## src/design/assert_macros.svh

```systemverilog
// Assertion helpers shared by the RTL.
`ifndef ASSERT_MACROS_SVH
`define ASSERT_MACROS_SVH

`ifndef SYNTHESIS

// Checked property, suspended while reset is active
`define ASSERT_CLK_RST(lbl, clk, rst_n, prop) \
    lbl: assert property (@(posedge clk) disable iff (!rst_n) prop) \
        else $error("assertion failed");

// Checked property, active during reset as well
`define ASSERT_CLK(lbl, clk, prop) \
    lbl: assert property (@(posedge clk) prop) \
        else $error("assertion failed");

`else

`define ASSERT_CLK_RST(lbl, clk, rst_n, prop)
`define ASSERT_CLK(lbl, clk, prop)

`endif

`endif

```

## src/design/dpht_pkg.sv

```systemverilog
`default_nettype none

package dpht_pkg;

    // Table geometry
    localparam int INDEX_BITS = 10;
    localparam int NSLOTS     = 1 << INDEX_BITS;
    localparam int TAG_W      = 64 - INDEX_BITS;

    // Occupancy counter saturates at its all-ones value
    localparam int OCC_W = 11;

    // Queue between front and back
    localparam int QDEPTH = 2;
    localparam int QPTR_W = (QDEPTH > 1) ? $clog2(QDEPTH) : 1;
    localparam int QCNT_W = $clog2(QDEPTH + 1);

    typedef enum logic
    {
        FUNC_LOOKUP = 1'b0,
        FUNC_SAVE   = 1'b1
    } func_t;

    typedef enum logic [1:0]
    {
        ST_CLEAR,
        ST_IDLE,
        ST_LOOKUP
    } state_t;

    // Input beat
    typedef struct packed
    {
        func_t              func;
        logic [63:0]        key;
        logic signed [31:0] score_in;
        logic [4:0]         depth_in;
        logic [1:0]         node_type_in;
        logic [2:0]         piece_in;
        logic [2:0]         promote_in;
        logic [5:0]         from_in;
        logic [5:0]         to_in;
    } in_t;

    // Output beat
    typedef struct packed
    {
        logic               hit;
        logic               written;
        logic signed [31:0] score_out;
        logic [4:0]         depth_out;
        logic [1:0]         node_type_out;
        logic [2:0]         piece_out;
        logic [2:0]         promote_out;
        logic [5:0]         from_out;
        logic [5:0]         to_out;
        logic [OCC_W-1:0]   occupancy;
    } out_t;

    // Packed slot info: node type, depth, move
    typedef struct packed
    {
        logic [1:0] node_type;
        logic [4:0] depth;
        logic [2:0] piece;
        logic [2:0] promote;
        logic [5:0] from_sq;
        logic [5:0] to_sq;
    } info_t;

    // One table entry
    typedef struct packed
    {
        logic               valid;
        logic [TAG_W-1:0]   tag;
        info_t              info;
        logic signed [31:0] score;
    } slot_t;

    // Classified request as queued for the back end
    typedef struct packed
    {
        func_t                 func;
        logic [INDEX_BITS-1:0] idx;
        logic [TAG_W-1:0]      tag;
        logic signed [31:0]    score;
        info_t                 info;
    } item_t;

endpackage

`default_nettype wire

```

## src/design/dpht_front.sv

```systemverilog
`default_nettype none

module dpht_front
(
    input  wire logic          clk,
    input  wire logic          rst_n,
    input  wire logic          in_valid,
    output logic               in_stall,
    input  wire dpht_pkg::in_t in_data,
    input  wire logic          clearing,
    output logic               q_valid,
    output dpht_pkg::item_t    q_item,
    input  wire logic          q_pop
);

    dpht_pkg::item_t                  fifo_reg [dpht_pkg::QDEPTH];
    logic [dpht_pkg::QPTR_W-1:0]      wr_ptr_reg, wr_ptr_next;
    logic [dpht_pkg::QPTR_W-1:0]      rd_ptr_reg, rd_ptr_next;
    logic [dpht_pkg::QCNT_W-1:0]      count_reg, count_next;
    dpht_pkg::item_t                  item;
    logic                             push;

    // Split the key into slot index and tag, pack the info word
    always_comb
    begin
        item              = '0;
        item.func         = in_data.func;
        item.idx          = in_data.key[dpht_pkg::INDEX_BITS-1:0];
        item.tag          = in_data.key[63:dpht_pkg::INDEX_BITS];
        item.score        = in_data.score_in;
        item.info.node_type = in_data.node_type_in;
        item.info.depth   = in_data.depth_in;
        item.info.piece   = in_data.piece_in;
        item.info.promote = in_data.promote_in;
        item.info.from_sq = in_data.from_in;
        item.info.to_sq   = in_data.to_in;
    end

    // No beats taken while the table is being cleared
    assign in_stall = clearing || (count_reg == dpht_pkg::QCNT_W'(dpht_pkg::QDEPTH));
    assign push     = in_valid && !in_stall;
    assign q_valid  = (count_reg != '0);
    assign q_item   = fifo_reg[rd_ptr_reg];

    // Pointer and count update
    always_comb
    begin
        wr_ptr_next = wr_ptr_reg;
        rd_ptr_next = rd_ptr_reg;
        count_next  = count_reg;
        if (push)
        begin
            wr_ptr_next = (wr_ptr_reg == dpht_pkg::QPTR_W'(dpht_pkg::QDEPTH - 1))
                        ? '0 : wr_ptr_reg + 1'b1;
        end
        if (q_pop)
        begin
            rd_ptr_next = (rd_ptr_reg == dpht_pkg::QPTR_W'(dpht_pkg::QDEPTH - 1))
                        ? '0 : rd_ptr_reg + 1'b1;
        end
        if (push && !q_pop)
        begin
            count_next = count_reg + 1'b1;
        end
        else if (!push && q_pop)
        begin
            count_next = count_reg - 1'b1;
        end
    end

    always_ff @(posedge clk or negedge rst_n)
    begin
        if (!rst_n)
        begin
            wr_ptr_reg <= '0;
            rd_ptr_reg <= '0;
            count_reg  <= '0;
        end
        else
        begin
            wr_ptr_reg <= wr_ptr_next;
            rd_ptr_reg <= rd_ptr_next;
            count_reg  <= count_next;
        end
    end

    // Queue storage
    always_ff @(posedge clk)
    begin
        if (push)
        begin
            fifo_reg[wr_ptr_reg] <= item;
        end
    end

endmodule

`default_nettype wire

```

## config.mk

```make
export PLATFORM = sky130hd
export DESIGN_NAME = dpht_front
export DESIGN_NICKNAME = d
export VERILOG_FILES = /design/src/design/assert_macros.svh /design/src/design/dpht_pkg.sv /design/src/design/dpht_front.sv
export SDC_FILE = /design/constraint.sdc
export NUM_CORES = 1
export LEC_CHECK = 0
export ABC_AREA = 0
export BUFFER_PORTS_ARGS = -buffer_cell sky130_fd_sc_hd__buf_4
export CORE_ASPECT_RATIO = 1.75
export CORE_MARGIN = 5
export CORE_UTILIZATION = 40
export DETAILED_ROUTE_END_ITERATION = 12
export PLACE_DENSITY = 0.6
export SLEW_MARGIN = 20
export SYNTH_ARGS = -nofsm -noshare
export SYNTH_HDL_FRONTEND = slang
export SYNTH_SLANG_ARGS = --single-unit
```

## constraint.sdc

```tcl
create_clock -name clk -period 13.92 [get_ports clk]
set_input_delay 2.784 -clock clk [delete_from_list [all_inputs] [get_ports clk]]
set_output_delay 2.784 -clock clk [all_outputs]
set_load 0.02 [all_outputs]
```

==> metrics.md <==
| Metric | Value |
|---|---|
| Hold/Removal Path Class | flop to flop |
| Worst setup EP type | output port |
| FF-to-FF path depth | 5 |
| Status | complete, no violations |
| Die H | 212 um |
| Final Hold Viols | 0 |
| Iter 0 DRT Violations | 240 |
| Die area | 0.0265 mm^2 |
| Tcrit/Tclk final | 42.8% |
| Min-Delay Path Depth | 1 |
| LEAKAGE | 4.66 nW |
| GP Congestion | 0.701 |
| Final Max Tran Viols | 0 |
| # DRC | 0 |
| Max reg flops | 244 |
| Slowest-stage cell, CP | buf_4 |
| Die X | 125 um |
| Startpoint Class | input pin |
| Yosys cell types | 16 |
| IR Drop Worst-Case VDD | 0.159 mV |
| Fin cells | 981 |
| Fraction of layout cells with a size suffix above 1 | 60.2% |
| Final min period | 5960 ps |
| # setup viols final | 0 |
| # clock sinks | 248 |
| ANT nets after route | 0 |
| Worst-path clk slew | 60 ps |
| Bufs on Longest Clock Path | 3 |
| Total negative slack | 0 ps |
| Cell Pwr Density | 191 mW/mm^2 |
| Post-Syn Nets | 527 |
| Layout net count | 793 |
| Vias in the first global route | 5136 |
| TritonCTS clock tree | yes |
| CP dominant cell by count | buf_4 |
| Worst Path Required | 11140 ps |
| Placed instance count | 940 |
| Warnings, synthesis | 0 |
| Synthesized area | 0.00930 mm^2 |
| Post-synthesis register bit count | 248 |
| Ant diodes | 0 |
| Layout area overhead | 30.5% |
| Slew headroom | 30.5% |
| Measured slew at the worst slew-check pin | 1040 ps |
| TritonRoute pass-1 iters | 4 |
| Max cap viols | 0 |
| Gr ovfl total | 0 |
| Synth Area per Inst | 23.3 um^2 |
| Clock latency on the worst-skew pair | 500 ps |
| Routed vias | 4629 |
| Fmax | 168 MHz |
| Initial antenna violation count | 0 |
| Row count | 73 |
| Core box area | 0.0228 mm^2 |
| Post-place setup slack | 7960 ps |
| Total GRT Usage | 13.7% |
| Port Buf Inserts | 250 |
| WHS | 514 ps |
| Slowest Stage Delay on Critical Path | 150 ps |
| Critical path arrival | 3180 ps |
| Final wirelength | 19.1 mm |
| Seq/Total Area, Yosys | 79.9% |
| Setup slack after layout | 7960 ps |
| Cts bufs inserted | 23 |
| HPWL Detailed | 13.4 mm |
| First-pass GRT wire length | 28.2 mm |
| H-tree Lvls | 1 |
| Root buf cell | clkbuf_16 |
| R2R setup slack | 11090 ps |
| Count of hold-fix buffers inserted at cts | 0 |
| Average wire per standard cell | 19.5 um |
| Crit Path Class | input pin to output port |
| Postcts setup bufs | 0 |
| Largest net degree at the start of global routing | 76 |
| Cts repair resizes | 0 |
| CP cell instances | buf_4 > nand2b_1 > buf_4 |
| RSZ-0062 raised after global routing | false |
| Io pins | 251 |
| Post-Synthesis Cells | 399 |
| Starting Density | 40.7% |
| Overall Power | 2.32 mW |
| Post-Route Skew | 5.40 ps |
| Max FO, Critical Path | 2 |
| Drt via density | 4.72 |
[through the flow]
step           area (um^2)  util (%)
2_1_floorplan         9300         -
3_3_place_gp         11500      50.2
3_5_place_dp         11500      50.2
4_1_cts              12100      53.1
5_1_grt              12100      53.1
6_report             12100      53.1
[synthesized netlist by cell type]
cell type,n,area (um^2)
nand2b_1,2,12.5
nand3b_1,1,7.51
nor2_1,2,7.51
dfrtp_1,4,100
mux2_2,52,586
buf_2,5,25.0
and2_1,1,6.26
xor2_1,3,26.3
edfxtp_1,244,7330
buf_8,1,15.0
ha_1,1,12.5
or2_2,1,6.26
xnor2_1,2,17.5
buf_6,8,90.1
inv_1,2,7.51
mux2_4,70,1050
[layout make-up]
class,instances,area [um^2]
fill,1870,10700
inverter,2,7.51
timing repair buffer,255,1910
multi-input combinational,135,1740
clock inverter,12,62.6
clock buffer,29,598
sequential,248,7430
tap,300,375
[cell usage in the layout, fill, tap and decap left out]
cell type / instances
and2_4: 1
buf_4: 255
clkbuf_1: 6
clkbuf_16: 23
clkinv_1: 6
clkinv_2: 3
clkinvlp_4: 1
dfrtp_1: 3
dfrtp_4: 1
edfxtp_1: 244
ha_1: 1
inv_1: 2
inv_6: 2
mux2_2: 52
mux2_4: 70
nand2b_1: 2
nand3b_1: 1
nor2_1: 1
nor2_4: 1
or2_2: 1
xnor2_1: 2
xor2_1: 3
[metal layers]
layer	global-route usage (%)	routed length, um	vias up
met4	4.30	419	0
met1	12.8	6000	2333
met3	3.28	1240	27
met2	28.4	11400	163
li1	-	-	2106
met5	0	0	-
[path summary, 6_finish.rpt]
| kind | start | endpoint |
|---|---|---|
| min | count_reg[1]$_DFFE_PN0P_ | count_reg[1]$_DFFE_PN0P_ |
| max in group asynchronous | rst_n | rd_ptr_reg$_DFFE_PN0P_ |
| min reg2reg | count_reg[1]$_DFFE_PN0P_ | count_reg[1]$_DFFE_PN0P_ |
| max | clearing | in_stall |
| max reg2reg | count_reg[0]$_DFFE_PN0P_ | fifo_reg[1][87]$_DFFE_PP_ |
| min in group asynchronous | rst_n | count_reg[1]$_DFFE_PN0P_ |
[kinds of logic after synthesis]
logic type | count (synthesis) | share of synthesized area, %
simple gates | 7 | 0.431
flops | 248 | 79.9
xor+xnor | 5 | 0.471
mux | 122 | 17.6
buf+inv | 16 | 1.48
fa+ha+maj | 1 | 0.135
[power breakdown]
part | internal, mW | leakage [nW] | switching (mW) | total (mW)
registers | 0.930 | 2.27 | 0.0417 | 0.972
logic | 0.386 | 2.06 | 0.408 | 0.794
clock network | 0.305 | 0.321 | 0.251 | 0.556
[critical path: cells and delay by family]
kind,cells,cell delay [ps]
and+or+nand+nor,1,130
buffers and inverters,2,260
Note: power is estimated with default switching activity, not from simulation.
